[config.mk]
export PLATFORM = sky130hd
export DESIGN_NAME = byte_stack_machine_execute
export DESIGN_NICKNAME = d
export VERILOG_FILES = /design/src/bsm_pkg.sv /design/src/byte_stack_machine_execute.sv
export SDC_FILE = /design/constraint.sdc
export NUM_CORES = 2
export LEC_CHECK = 0
export BUFFER_PORTS_ARGS = -buffer_cell sky130_fd_sc_hd__buf_2
export CAP_MARGIN = 20
export CORE_MARGIN = 2
export CORE_UTILIZATION = 60
export CTS_CLUSTER_SIZE = 40
export DETAILED_ROUTE_END_ITERATION = 6
export PLACE_DENSITY = 0.76
export RECOVER_POWER = 50
export SYNTH_ARGS = -nofsm -noshare
export SYNTH_HDL_FRONTEND = slang
export SYNTH_SLANG_ARGS = --single-unit
[constraint.sdc]
create_clock -name clk -period 24.9 [get_ports clk]
set_clock_uncertainty 0.15 [all_clocks]
set_input_delay 2.49 -clock clk [delete_from_list [all_inputs] [get_ports clk]]
set_output_delay 2.49 -clock clk [all_outputs]
set_load 0.01 [all_outputs]
[src/bsm_pkg.sv]
// Package with payload types, operation and status codes for the stack machine unit.
package bsm_pkg;

  // Program size fixes the width of the program counter and the statement fields.
  localparam int PROGRAM_SIZE = 4096;

  typedef enum logic [4:0] {
    OP_INVALID = 5'd0,  OP_ADD = 5'd1,   OP_SUB = 5'd2,   OP_MUL = 5'd3,
    OP_DIV = 5'd4,      OP_POW = 5'd5,   OP_MOD = 5'd6,   OP_LT = 5'd7,
    OP_GT = 5'd8,       OP_LE = 5'd9,    OP_GE = 5'd10,   OP_EQ = 5'd11,
    OP_NE = 5'd12,      OP_SQRT = 5'd13, OP_NOT = 5'd14,  OP_PUSH = 5'd15,
    OP_DUP = 5'd16,     OP_PUT = 5'd17,  OP_TAKE = 5'd18, OP_IN = 5'd19,
    OP_OUT = 5'd20,     OP_OUTC = 5'd21, OP_END = 5'd22,  OP_MARK = 5'd23,
    OP_GOTO = 5'd24,    OP_VISIT = 5'd25, OP_BACK = 5'd26
  } op_t;

  localparam logic [3:0] ST_OK       = 4'd0;
  localparam logic [3:0] ST_FINISHED = 4'd1;
  localparam logic [3:0] ST_INVALID  = 4'd2;
  localparam logic [3:0] ST_UNDER    = 4'd3;
  localparam logic [3:0] ST_OVER     = 4'd4;
  localparam logic [3:0] ST_DIVZERO  = 4'd5;
  localparam logic [3:0] ST_BADREG   = 4'd6;
  localparam logic [3:0] ST_DOMAIN   = 4'd7;
  localparam logic [3:0] ST_RETEMPTY = 4'd8;

  typedef struct packed {
    logic [4:0]        operation;
    logic signed [7:0] immediate;
    logic [11:0]       jump_target;
    logic [7:0]        input_byte;
  } in_item_t;

  typedef struct packed {
    logic [11:0]       next_index;
    logic              out_valid;
    logic              out_is_char;
    logic signed [7:0] out_byte;
    logic [3:0]        status;
  } out_item_t;

  typedef enum logic [2:0] {
    S_IDLE, S_READ, S_EXEC, S_ITER, S_DONE
  } state_t;

endpackage

[src/byte_stack_machine_execute.sv]
// Stack machine execution unit: one decoded instruction per request.
//
//   channel | ports            | direction | payload
//   input   | in_valid/in_ready | in       | bsm_pkg::in_item_t
//   result  | out_valid/out_ready | out    | bsm_pkg::out_item_t
//
// A simple instruction offers its result once the request is accepted, the
// single data stack read port has read the top and then the entry below it,
// and it has executed; no new request is taken until the last one is through.
// Divide and modulo add an iteration (eight quotient bits and a write-back),
// square root adds one (two radicand bits a step), and power adds one multiply
// step per unit of the exponent and a write-back. Reset (rst_n low, synchronous) clears depths,
// the register file and the program counter. A result waits in the output
// register until taken; the next request is accepted in the cycle it leaves.
module byte_stack_machine_execute #(
  parameter int DATA_STACK_DEPTH   = 256,
  parameter int RETURN_STACK_DEPTH = 64,
  parameter int REGISTER_COUNT     = 8
) (
  input  logic               clk,
  input  logic               rst_n,
  input  logic               in_valid,
  output logic               in_ready,
  input  bsm_pkg::in_item_t  in_data,
  output logic               out_valid,
  input  logic               out_ready,
  output bsm_pkg::out_item_t out_data
);
  localparam int DAW = (DATA_STACK_DEPTH > 1) ? $clog2(DATA_STACK_DEPTH) : 1;
  localparam int DDW = $clog2(DATA_STACK_DEPTH + 1);
  localparam int RAW = (RETURN_STACK_DEPTH > 1) ? $clog2(RETURN_STACK_DEPTH) : 1;
  localparam int RDW = $clog2(RETURN_STACK_DEPTH + 1);
  localparam int GAW = (REGISTER_COUNT > 1) ? $clog2(REGISTER_COUNT) : 1;
  localparam int PCW = $clog2(bsm_pkg::PROGRAM_SIZE);

  // Memories and architectural state.
  logic [7:0]     dmem [DATA_STACK_DEPTH];
  logic [PCW-1:0] rmem [RETURN_STACK_DEPTH];
  logic [7:0]     regs_r [REGISTER_COUNT];
  logic [DDW-1:0] ddepth_r;
  logic [RDW-1:0] rdepth_r;
  logic [PCW-1:0] pc_r;

  bsm_pkg::state_t   state_r, state_nxt;
  bsm_pkg::in_item_t req_r;
  bsm_pkg::out_item_t res_r;
  logic [1:0] phase_r;            // read phase counter in S_READ
  logic [7:0] top_r, sec_r;       // top and second data entries
  logic [PCW-1:0] ret_r;          // return stack top
  logic [7:0] dq;                 // data memory read data
  logic [PCW-1:0] rq;             // return memory read data
  logic [DAW-1:0] draddr;

  // Iteration registers for div, mod, sqrt and pow.
  logic [7:0]  it_cnt_r;
  logic [15:0] it_rem_r;          // remainder (div) or square-root remainder
  logic [7:0]  it_quo_r;          // quotient or root or power accumulator
  logic [7:0]  it_div_r;          // divisor magnitude or power base
  logic [7:0]  it_src_r;          // dividend magnitude or radicand

  // Execute decision.
  logic [3:0] st;
  logic       dwe, rwe, gwe, iter_go;
  logic [DAW-1:0] dwaddr;
  logic [7:0]  dwdata;
  logic [DDW-1:0] dd_nxt;
  logic [RDW-1:0] rd_nxt;
  logic [PCW-1:0] nxt;
  logic       ov, ochar;
  logic [7:0] obyte;
  logic signed [7:0] l, r;
  logic [7:0] la, ra;
  logic       reg_ok;
  logic [GAW-1:0] gidx;

  assign l  = sec_r;
  assign r  = top_r;
  assign la = l[7] ? 8'(-l) : 8'(l);
  assign ra = r[7] ? 8'(-r) : 8'(r);
  assign reg_ok = (req_r.immediate >= 0) && (int'(req_r.immediate) < REGISTER_COUNT);
  assign gidx = GAW'(req_r.immediate[6:0]);

  assign in_ready = (state_r == bsm_pkg::S_IDLE) ||
                    (state_r == bsm_pkg::S_DONE && out_ready);
  assign out_valid = (state_r == bsm_pkg::S_DONE);
  assign out_data  = res_r;

  // Read address: phase 0 reads the top, phase 1 the entry below it.
  always_comb begin
    draddr = DAW'(ddepth_r - DDW'(1));
    if (phase_r != 2'd0) draddr = DAW'(ddepth_r - DDW'(2));
  end

  // Synchronous memory reads and writes.
  always_ff @(posedge clk) begin
    dq <= dmem[draddr];
    rq <= rmem[RAW'(rdepth_r - RDW'(1))];
    if (dwe) dmem[dwaddr] <= dwdata;
    if (rwe) rmem[RAW'(rdepth_r)] <= pc_r;
  end

  // Execute stage: compute status and state updates for one instruction.
  always_comb begin
    logic [7:0] v;
    logic [PCW-1:0] pc1;
    v = 8'd0;
    pc1 = PCW'(pc_r + PCW'(1));
    st = bsm_pkg::ST_OK; dwe = 1'b0; rwe = 1'b0; gwe = 1'b0; iter_go = 1'b0;
    dwaddr = DAW'(ddepth_r - DDW'(1)); dwdata = 8'd0;
    dd_nxt = ddepth_r; rd_nxt = rdepth_r; nxt = pc1;
    ov = 1'b0; ochar = 1'b0; obyte = 8'd0;
    case (req_r.operation)
      bsm_pkg::OP_ADD, bsm_pkg::OP_SUB, bsm_pkg::OP_MUL, bsm_pkg::OP_DIV,
      bsm_pkg::OP_POW, bsm_pkg::OP_MOD, bsm_pkg::OP_LT, bsm_pkg::OP_GT,
      bsm_pkg::OP_LE, bsm_pkg::OP_GE, bsm_pkg::OP_EQ, bsm_pkg::OP_NE: begin
        if (ddepth_r < DDW'(2)) st = bsm_pkg::ST_UNDER;
        else begin
          dwaddr = DAW'(ddepth_r - DDW'(2));
          dd_nxt = DDW'(ddepth_r - DDW'(1));
          case (req_r.operation)
            bsm_pkg::OP_ADD: v = 8'(l + r);
            bsm_pkg::OP_SUB: v = 8'(l - r);
            bsm_pkg::OP_MUL: v = 8'(l * r);
            bsm_pkg::OP_LT:  v = {7'd0, l < r};
            bsm_pkg::OP_GT:  v = {7'd0, l > r};
            bsm_pkg::OP_LE:  v = {7'd0, l <= r};
            bsm_pkg::OP_GE:  v = {7'd0, l >= r};
            bsm_pkg::OP_EQ:  v = {7'd0, l == r};
            bsm_pkg::OP_NE:  v = {7'd0, l != r};
            bsm_pkg::OP_DIV, bsm_pkg::OP_MOD: begin
              if (r == 0) st = bsm_pkg::ST_DIVZERO;
              else iter_go = 1'b1;
            end
            default: begin
              // Power: negative exponents are resolved here.
              if (!r[7]) iter_go = 1'b1;
              else if (l == 0) st = bsm_pkg::ST_DIVZERO;
              else if (l == 1) v = 8'd1;
              else if (l == -1) v = r[0] ? 8'hFF : 8'd1;
              else v = 8'd0;
            end
          endcase
          dwdata = v;
          dwe = (st == bsm_pkg::ST_OK) && !iter_go;
        end
      end
      bsm_pkg::OP_SQRT, bsm_pkg::OP_NOT: begin
        if (ddepth_r < DDW'(1)) st = bsm_pkg::ST_UNDER;
        else if (req_r.operation == bsm_pkg::OP_SQRT) begin
          if (r < 0) st = bsm_pkg::ST_DOMAIN;
          else iter_go = 1'b1;
        end else begin
          dwe = 1'b1; dwdata = {7'd0, r == 0};
        end
      end
      bsm_pkg::OP_PUSH, bsm_pkg::OP_DUP, bsm_pkg::OP_TAKE, bsm_pkg::OP_IN: begin
        if (req_r.operation == bsm_pkg::OP_TAKE && !reg_ok) st = bsm_pkg::ST_BADREG;
        else if (req_r.operation == bsm_pkg::OP_DUP && ddepth_r < DDW'(1))
          st = bsm_pkg::ST_UNDER;
        else if (int'(ddepth_r) >= DATA_STACK_DEPTH) st = bsm_pkg::ST_OVER;
        else begin
          dwe = 1'b1; dwaddr = DAW'(ddepth_r); dd_nxt = DDW'(ddepth_r + DDW'(1));
          case (req_r.operation)
            bsm_pkg::OP_PUSH: dwdata = req_r.immediate;
            bsm_pkg::OP_DUP:  dwdata = top_r;
            bsm_pkg::OP_TAKE: dwdata = regs_r[gidx];
            default:          dwdata = req_r.input_byte;
          endcase
        end
      end
      bsm_pkg::OP_PUT: begin
        if (!reg_ok) st = bsm_pkg::ST_BADREG;
        else if (ddepth_r < DDW'(1)) st = bsm_pkg::ST_UNDER;
        else begin gwe = 1'b1; dd_nxt = DDW'(ddepth_r - DDW'(1)); end
      end
      bsm_pkg::OP_OUT, bsm_pkg::OP_OUTC: begin
        if (ddepth_r < DDW'(1)) st = bsm_pkg::ST_UNDER;
        else begin
          dd_nxt = DDW'(ddepth_r - DDW'(1)); ov = 1'b1; obyte = top_r;
          ochar = (req_r.operation == bsm_pkg::OP_OUTC);
        end
      end
      bsm_pkg::OP_END:  st = bsm_pkg::ST_FINISHED;
      bsm_pkg::OP_MARK: ;
      bsm_pkg::OP_GOTO, bsm_pkg::OP_VISIT: begin
        if (req_r.operation == bsm_pkg::OP_VISIT &&
            int'(rdepth_r) >= RETURN_STACK_DEPTH) st = bsm_pkg::ST_OVER;
        else begin
          if (req_r.operation == bsm_pkg::OP_VISIT) begin
            rwe = 1'b1; rd_nxt = RDW'(rdepth_r + RDW'(1));
          end
          nxt = PCW'(PCW'(req_r.jump_target) + PCW'(1));
        end
      end
      bsm_pkg::OP_BACK: begin
        if (rdepth_r == RDW'(0)) st = bsm_pkg::ST_RETEMPTY;
        else begin rd_nxt = RDW'(rdepth_r - RDW'(1)); nxt = PCW'(ret_r + PCW'(1)); end
      end
      default: st = bsm_pkg::ST_INVALID;
    endcase
    if (st != bsm_pkg::ST_OK) begin
      dwe = 1'b0; rwe = 1'b0; gwe = 1'b0; iter_go = 1'b0;
      dd_nxt = ddepth_r; rd_nxt = rdepth_r; nxt = pc_r; ov = 1'b0;
      ochar = 1'b0; obyte = 8'd0;
    end
    if (state_r != bsm_pkg::S_EXEC) begin
      dwe = 1'b0; rwe = 1'b0; gwe = 1'b0; iter_go = 1'b0;
    end
    // The iteration unit writes its result back on its last step. The depth
    // has already been updated, so the target is the new top in every case.
    if (state_r == bsm_pkg::S_ITER && it_cnt_r == 8'd0) begin
      dwe = 1'b1;
      dwaddr = DAW'(ddepth_r - DDW'(1));
      case (req_r.operation)
        bsm_pkg::OP_DIV: dwdata = (l[7] ^ r[7]) ? 8'(-it_quo_r) : it_quo_r;
        bsm_pkg::OP_MOD: dwdata = l[7] ? 8'(-it_rem_r[7:0]) : it_rem_r[7:0];
        default:         dwdata = it_quo_r;
      endcase
    end
  end

  // Next state.
  always_comb begin
    state_nxt = state_r;
    case (state_r)
      bsm_pkg::S_IDLE: if (in_valid) state_nxt = bsm_pkg::S_READ;
      bsm_pkg::S_READ: if (phase_r == 2'd2) state_nxt = bsm_pkg::S_EXEC;
      bsm_pkg::S_EXEC: state_nxt = iter_go ? bsm_pkg::S_ITER : bsm_pkg::S_DONE;
      bsm_pkg::S_ITER: if (it_cnt_r == 8'd0) state_nxt = bsm_pkg::S_DONE;
      bsm_pkg::S_DONE: begin
        if (out_ready) state_nxt = in_valid ? bsm_pkg::S_READ : bsm_pkg::S_IDLE;
      end
      default: state_nxt = bsm_pkg::S_IDLE;
    endcase
  end

  // Control registers and architectural state.
  always_ff @(posedge clk) begin
    if (!rst_n) begin
      state_r  <= bsm_pkg::S_IDLE;
      ddepth_r <= '0;
      rdepth_r <= '0;
      pc_r     <= '0;
      phase_r  <= 2'd0;
      for (int i = 0; i < REGISTER_COUNT; i++) regs_r[i] <= 8'd0;
    end else begin
      state_r <= state_nxt;
      if (in_valid && in_ready) phase_r <= 2'd0;
      else if (state_r == bsm_pkg::S_READ) phase_r <= 2'(phase_r + 2'd1);
      if (state_r == bsm_pkg::S_EXEC) begin
        ddepth_r <= dd_nxt;
        rdepth_r <= rd_nxt;
        pc_r     <= nxt;
        if (gwe) regs_r[gidx] <= top_r;
      end
    end
  end

  // Payload registers: request, operands, iteration and result.
  always_ff @(posedge clk) begin
    if (in_valid && in_ready) req_r <= in_data;
    if (state_r == bsm_pkg::S_READ && phase_r == 2'd1) begin
      top_r <= dq;
      ret_r <= rq;
    end
    if (state_r == bsm_pkg::S_READ && phase_r == 2'd2) sec_r <= dq;
    if (state_r == bsm_pkg::S_EXEC) begin
      res_r.next_index  <= 12'(nxt);
      res_r.out_valid   <= ov;
      res_r.out_is_char <= ochar;
      res_r.out_byte    <= obyte;
      res_r.status      <= st;
      it_rem_r <= 16'd0;
      it_div_r <= (req_r.operation == bsm_pkg::OP_POW) ? sec_r : ra;
      it_src_r <= (req_r.operation == bsm_pkg::OP_SQRT) ? top_r : la;
      it_quo_r <= (req_r.operation == bsm_pkg::OP_POW) ? 8'd1 : 8'd0;
      if (req_r.operation == bsm_pkg::OP_POW) it_cnt_r <= top_r;
      else if (req_r.operation == bsm_pkg::OP_SQRT) it_cnt_r <= 8'd4;
      else it_cnt_r <= 8'd8;
    end
    if (state_r == bsm_pkg::S_ITER && it_cnt_r != 8'd0) begin
      it_cnt_r <= 8'(it_cnt_r - 8'd1);
      case (req_r.operation)
        bsm_pkg::OP_POW: it_quo_r <= 8'(it_quo_r * it_div_r);
        bsm_pkg::OP_SQRT: begin
          // Two radicand bits per step; trial is 4*root+1.
          logic [15:0] rem2, trial;
          rem2  = {it_rem_r[13:0], it_src_r[7:6]};
          trial = {6'd0, it_quo_r, 2'b01};
          it_src_r <= {it_src_r[5:0], 2'b00};
          if (rem2 >= trial) begin
            it_rem_r <= 16'(rem2 - trial);
            it_quo_r <= {it_quo_r[6:0], 1'b1};
          end else begin
            it_rem_r <= rem2;
            it_quo_r <= {it_quo_r[6:0], 1'b0};
          end
        end
        default: begin
          // Restoring division, one quotient bit per step.
          logic [15:0] rem2;
          rem2 = {it_rem_r[14:0], it_src_r[7]};
          it_src_r <= {it_src_r[6:0], 1'b0};
          if (rem2 >= {8'd0, it_div_r}) begin
            it_rem_r <= 16'(rem2 - {8'd0, it_div_r});
            it_quo_r <= {it_quo_r[6:0], 1'b1};
          end else begin
            it_rem_r <= rem2;
            it_quo_r <= {it_quo_r[6:0], 1'b0};
          end
        end
      endcase
    end
  end

  // A result is only offered once it has been computed.
  a_done_after_work: assert property (@(posedge clk) disable iff (!rst_n)
    $rose(out_valid) |-> ($past(state_r) == bsm_pkg::S_EXEC ||
                          $past(state_r) == bsm_pkg::S_ITER))
    else $error("result offered without execution");

  // Errors leave the program counter unchanged.
  a_err_pc: assert property (@(posedge clk) disable iff (!rst_n)
    (state_r == bsm_pkg::S_EXEC && st != bsm_pkg::ST_OK) |=> $stable(pc_r))
    else $error("program counter moved on error");

  // Depth never exceeds the stack size.
  a_depth: assert property (@(posedge clk) disable iff (!rst_n)
    int'(ddepth_r) <= DATA_STACK_DEPTH && int'(rdepth_r) <= RETURN_STACK_DEPTH)
    else $error("stack depth out of range");

endmodule

==> impl_metrics.py <==
metrics = {
    "status": {
        "status": "finished, violations left",
        "violations": "DRC, capacitance limit, slew limit",
    },
    "worst_setup_path": {
        "cp.depth": 8,
        "reg2reg_from": "req_r[29]$_DFFE_PP_",
        "crit_path_start_kind": "flop",
        "crit_fanout": 189,
        "timing.rr.end": "dmem[164][2]$_DFFE_PP_",
        "ff2ff_setup_slack_ns": 9.74,
        "crit_family": "buffers and inverters",
        "endpoint": "dmem[164][2]$_DFFE_PP_",
        "startpoint": "req_r[29]$_DFFE_PP_",
        "cp-end-kind": "flop",
        "critical_path_class": "flop to flop",
        "cp.arrival_ns": 15.29,
        "crit_top_cell": "clkbuf_1",
        "path_buf_inv": 3,
        "critPathMaxStageDelay_ns": 6.30,
        "crit_chain": "nand2b_1 -> a32oi_1 -> clkbuf_1 -> a2111oi_0 -> a22oi_1 -> o22ai_4 -> clkbuf_1 -> clkbuf_1",
        "cp_slowest_cell": "clkbuf_1",
        "cp.required_ns": 25.03,
        "ff2ff_path_depth": 8,
    },
    "clock_network": {
        "post_cts.repair.setup_buffers": 0,
        "path_clk_slew_ns": 0.06,
        "cts_resized": 0,
        "clk_root_buffer_cell": "clkbuf_16",
        "clk_latency_ns": 0.98,
        "cts_sinks": 3070,
        "cts_max_path_buffers": 4,
        "h-tree-depth": 5,
        "cts_tree": "built",
        "cts_buffers": 319,
        "cts_hold_buf": 0,
    },
    "timing": {
        "tightest_slew_ns": 9.101,
        "tns_ns": 0,
        "fmaxAchievable_mhz": 65.95,
        "rsz0062_at_grt": "no",
        "finalWorstSetupSlack_ns": 9.736,
        "min_period_ns": 15.16,
        "slew_headroom_pct": -506.7,
        "hold_ws_ns": 0.2533,
        "setup_viol": 0,
        "maxSlewViolCount": 2283,
        "hold_viol_final": 0,
        "period_share_pct": 60.90,
    },
    "die": {
        "rows": 168,
        "die-area_um2": 214400,
        "die_height_um": 463.0,
        "io_pins": 65,
        "core_um2": 209600,
        "die_x_um": 463.0,
        "initial_core_util_pct": 60.31,
    },
    "synth": {
        "synth_edf_count": 2991,
        "synth_cell_type_count": 92,
        "synth_seq_cells": 3070,
        "syn_inst": 7043,
        "ys_seq_area_share_pct": 72.31,
        "async_reset_ff_share_pct": 0,
        "synth-warning-count": 0,
        "synth.avg_cell_area_um2": 17.95,
        "synth_ff_type": "edfxtp_1",
        "synth_fp_nets": 7196,
        "synth_area_um2": 126400,
    },
    "routing": {
        "wl_met3_um": 33630,
        "drtPass1Iterations": 7,
        "viasPerCell": 6.765,
        "wl_um": 313700,
        "drt_iter0_markers": 9118,
        "drt-wirelength-per-cell_um": 30.63,
        "route.layer.met1.wl_um": 116900,
        "top_layer_used": "met5",
        "dr_wl_met2_um": 149300,
        "drtAntennaViolNets": 0,
        "drc": 4,
        "num_vias": 69280,
    },
    "placed_design": {
        "pre_cts_slack_ns": 17.63,
        "place_hpwl_um": 182000,
        "portBuffers": 64,
        "dpl-instance-area_um2": 130300,
        "gp_congestion": 0.8891,
    },
    "cells_and_area": {
        "drive_above_1_share_pct": 16.57,
        "num-nets-final": 7354,
        "fin_area_um2": 139900,
        "area_delta_synth_final_pct": 10.64,
    },
    "grt": {
        "grt.total_usage_pct": 29.07,
        "grt_pass1_vias": 68610,
        "grt_max_degree": 195,
        "grt_antenna_before_repair": 10,
        "overflow": 0,
        "grt_pass1_wl_um": 462100,
    },
    "hold_path": {
        "worstHoldPathType": "flop to flop",
    },
    "power": {
        "seq_power_share_pct": 53.4,
        "power_frac_comb_pct": 3.4,
        "switching_share_pct": 20.49,
        "p_leak_nw": 43.98,
        "switchingPower_mw": 2.166,
        "p_int_mw": 8.406,
        "ir_drop_v": 0.00009926,
        "power.share.clock_pct": 43.2,
        "powerDensity_nw_per_um2": 75.60,
    },
    "run": {
        "maxCapViolations": 31,
    },
}
worst register-to-register path, cell delays in order (launching register included):
cell and delay [ns]:
edfxtp_1 1.08, nand2b_1 0.41, a32oi_1 0.15, clkbuf_1 0.33, a2111oi_0 2.30, a22oi_1 0.63
o22ai_4 0.35, clkbuf_1 6.30, clkbuf_1 2.76
final cells by class:
| type | count | area (um2) |
|---|---|---|
| clock inverter | 150 | 1369 |
| antenna | 6 | 15.01 |
| tap | 2805 | 3510 |
| clock buffer | 401 | 8466 |
| fill | 13320 | 69720 |
| inverter | 100 | 375.4 |
| timing repair buffer | 258 | 1674 |
| sequential | 3070 | 91400 |
| multi-input combinational | 3452 | 33040 |
power by group through the flow:
stage | registers [mW] | clock network (mW) | logic, mW
3_3_place_gp | 5.75 | 0 | 0.349
3_5_place_dp | 5.75 | 0 | 0.356
5_1_grt | 5.65 | 4.80 | 0.382
2_1_floorplan | 5.76 | 0 | 0.268
4_1_cts | 5.64 | 4.60 | 0.358
6_report | 5.65 | 4.56 | 0.358
how the worst min path moves through the flow:
stage          slack [ns]                  end  cells past startpoint      startpoint
3_3_place_gp         0.24   ret_r[0]$_DFFE_PP_                      0   rq[0]$_DFF_P_
2_1_floorplan        0.24   ret_r[0]$_DFFE_PP_                      0   rq[0]$_DFF_P_
3_5_place_dp         0.24  ret_r[11]$_DFFE_PP_                      0  rq[11]$_DFF_P_
4_1_cts              0.25  ret_r[11]$_DFFE_PP_                      0  rq[11]$_DFF_P_
5_1_grt              0.27   ret_r[8]$_DFFE_PP_                      0   rq[8]$_DFF_P_
6_report             0.25  ret_r[11]$_DFFE_PP_                      0  rq[11]$_DFF_P_
stage by stage:
step                      instances  total power [mW]  util (%)
after floorplan                7043             6.028         -
after global placement         9634             6.102     62.05
after detailed placement       9658             6.110     62.16
after CTS                     10210             10.61     66.85
after global routing          10240             10.83     66.73
final                         10240             10.57     66.73
logic make-up (layout without fill, tap and decap cells):
group	Yosys count	count (layout)	synth area share, %
DFF	3070	3070	72.31
and+or+nand+nor	1280	1280	4.796
xor gates and xnor gates	131	131	0.9136
buffers and inverters	521	909	1.793
muxes	1051	1051	14.00
other	0	6	0
adders and majority gates	116	116	1.309
AOI/OAI and AO/OA	874	874	4.884
flip-flops by register name, summed over array words and instances (netlist names), 8 cells and up, named ones only:
name / count
ddepth_r: 9
ret_r: 12
rq: 12
r: 8
out_data: 26
l: 8
it_div_r: 8
dq: 8
req_r: 30
it_cnt_r: 8
dmem: 2048
it_src_r: 8
rmem: 768
pc_r: 12
it_quo_r: 8
it_rem_r: 15
regs_r: 64
routing by layer:
metal  vias to the layer above  track usage, %
li1                      28840               -
met1                     35360           40.50
met2                      4315           45.40
met3                       745           6.451
met4                        16           11.34
met5                         -               0
synth_stat cells, drive strengths merged (9+ instances only):
cell,n,area (um2)
nor4,44,275.3
or3,26,162.7
nand2,251,942.2
or4,17,131.4
o2111ai,17,277.8
nand2b,34,212.7
a21oi,184,920.9
o31ai,12,103.9
buf,175,967.2
a222oi,9,90.09
nand3,88,440.4
and2,79,496.7
nor2,496,1889
o21a,11,82.58
o31a,18,157.7
clkbuf,246,923.4
xor2,33,289.0
xnor2,98,865.8
mux4,572,12880
a22oi,14,105.1
o221ai,204,1787
a21o,14,105.1
and3,33,206.5
nor3b,11,98.84
nor3,118,611.8
or2,10,62.56
nand4,25,156.4
inv,97,364.1
edfxtp,2991,89820
ha,89,1114
a31oi,19,118.9
dfxtp,79,1582
mux2i,466,4664
o21ai,144,720.7
fa,27,540.5
mux2,13,146.4
nor2b,20,125.1
a211oi,40,322.8
o22ai,112,700.7
o211ai,21,157.7
cell usage in the layout, fill, tap and decap left out, drive strengths merged, types with 13 or more instances in the layout:
| master | instances |
|---|---|
| a22oi | 14 |
| a21o | 14 |
| nand2b | 34 |
| nand4 | 25 |
| nor2b | 20 |
| clkbuf | 504 |
| o31a | 18 |
| a21oi | 184 |
| mux2i | 466 |
| or3 | 26 |
| o2111ai | 17 |
| mux4 | 572 |
| nor3 | 118 |
| ha | 89 |
| dfxtp | 79 |
| nand2 | 251 |
| nor4 | 44 |
| xor2 | 33 |
| bufinv | 22 |
| o211ai | 21 |
| o21ai | 144 |
| fa | 27 |
| clkinv | 110 |
| nand3 | 88 |
| mux2 | 13 |
| xnor2 | 98 |
| inv | 107 |
| and2 | 79 |
| edfxtp | 2991 |
| and3 | 33 |
| a31oi | 19 |
| nor2 | 496 |
| buf | 155 |
| o22ai | 112 |
| a211oi | 40 |
| o221ai | 204 |
| or4 | 17 |
Power figures use the tool's default switching activity.
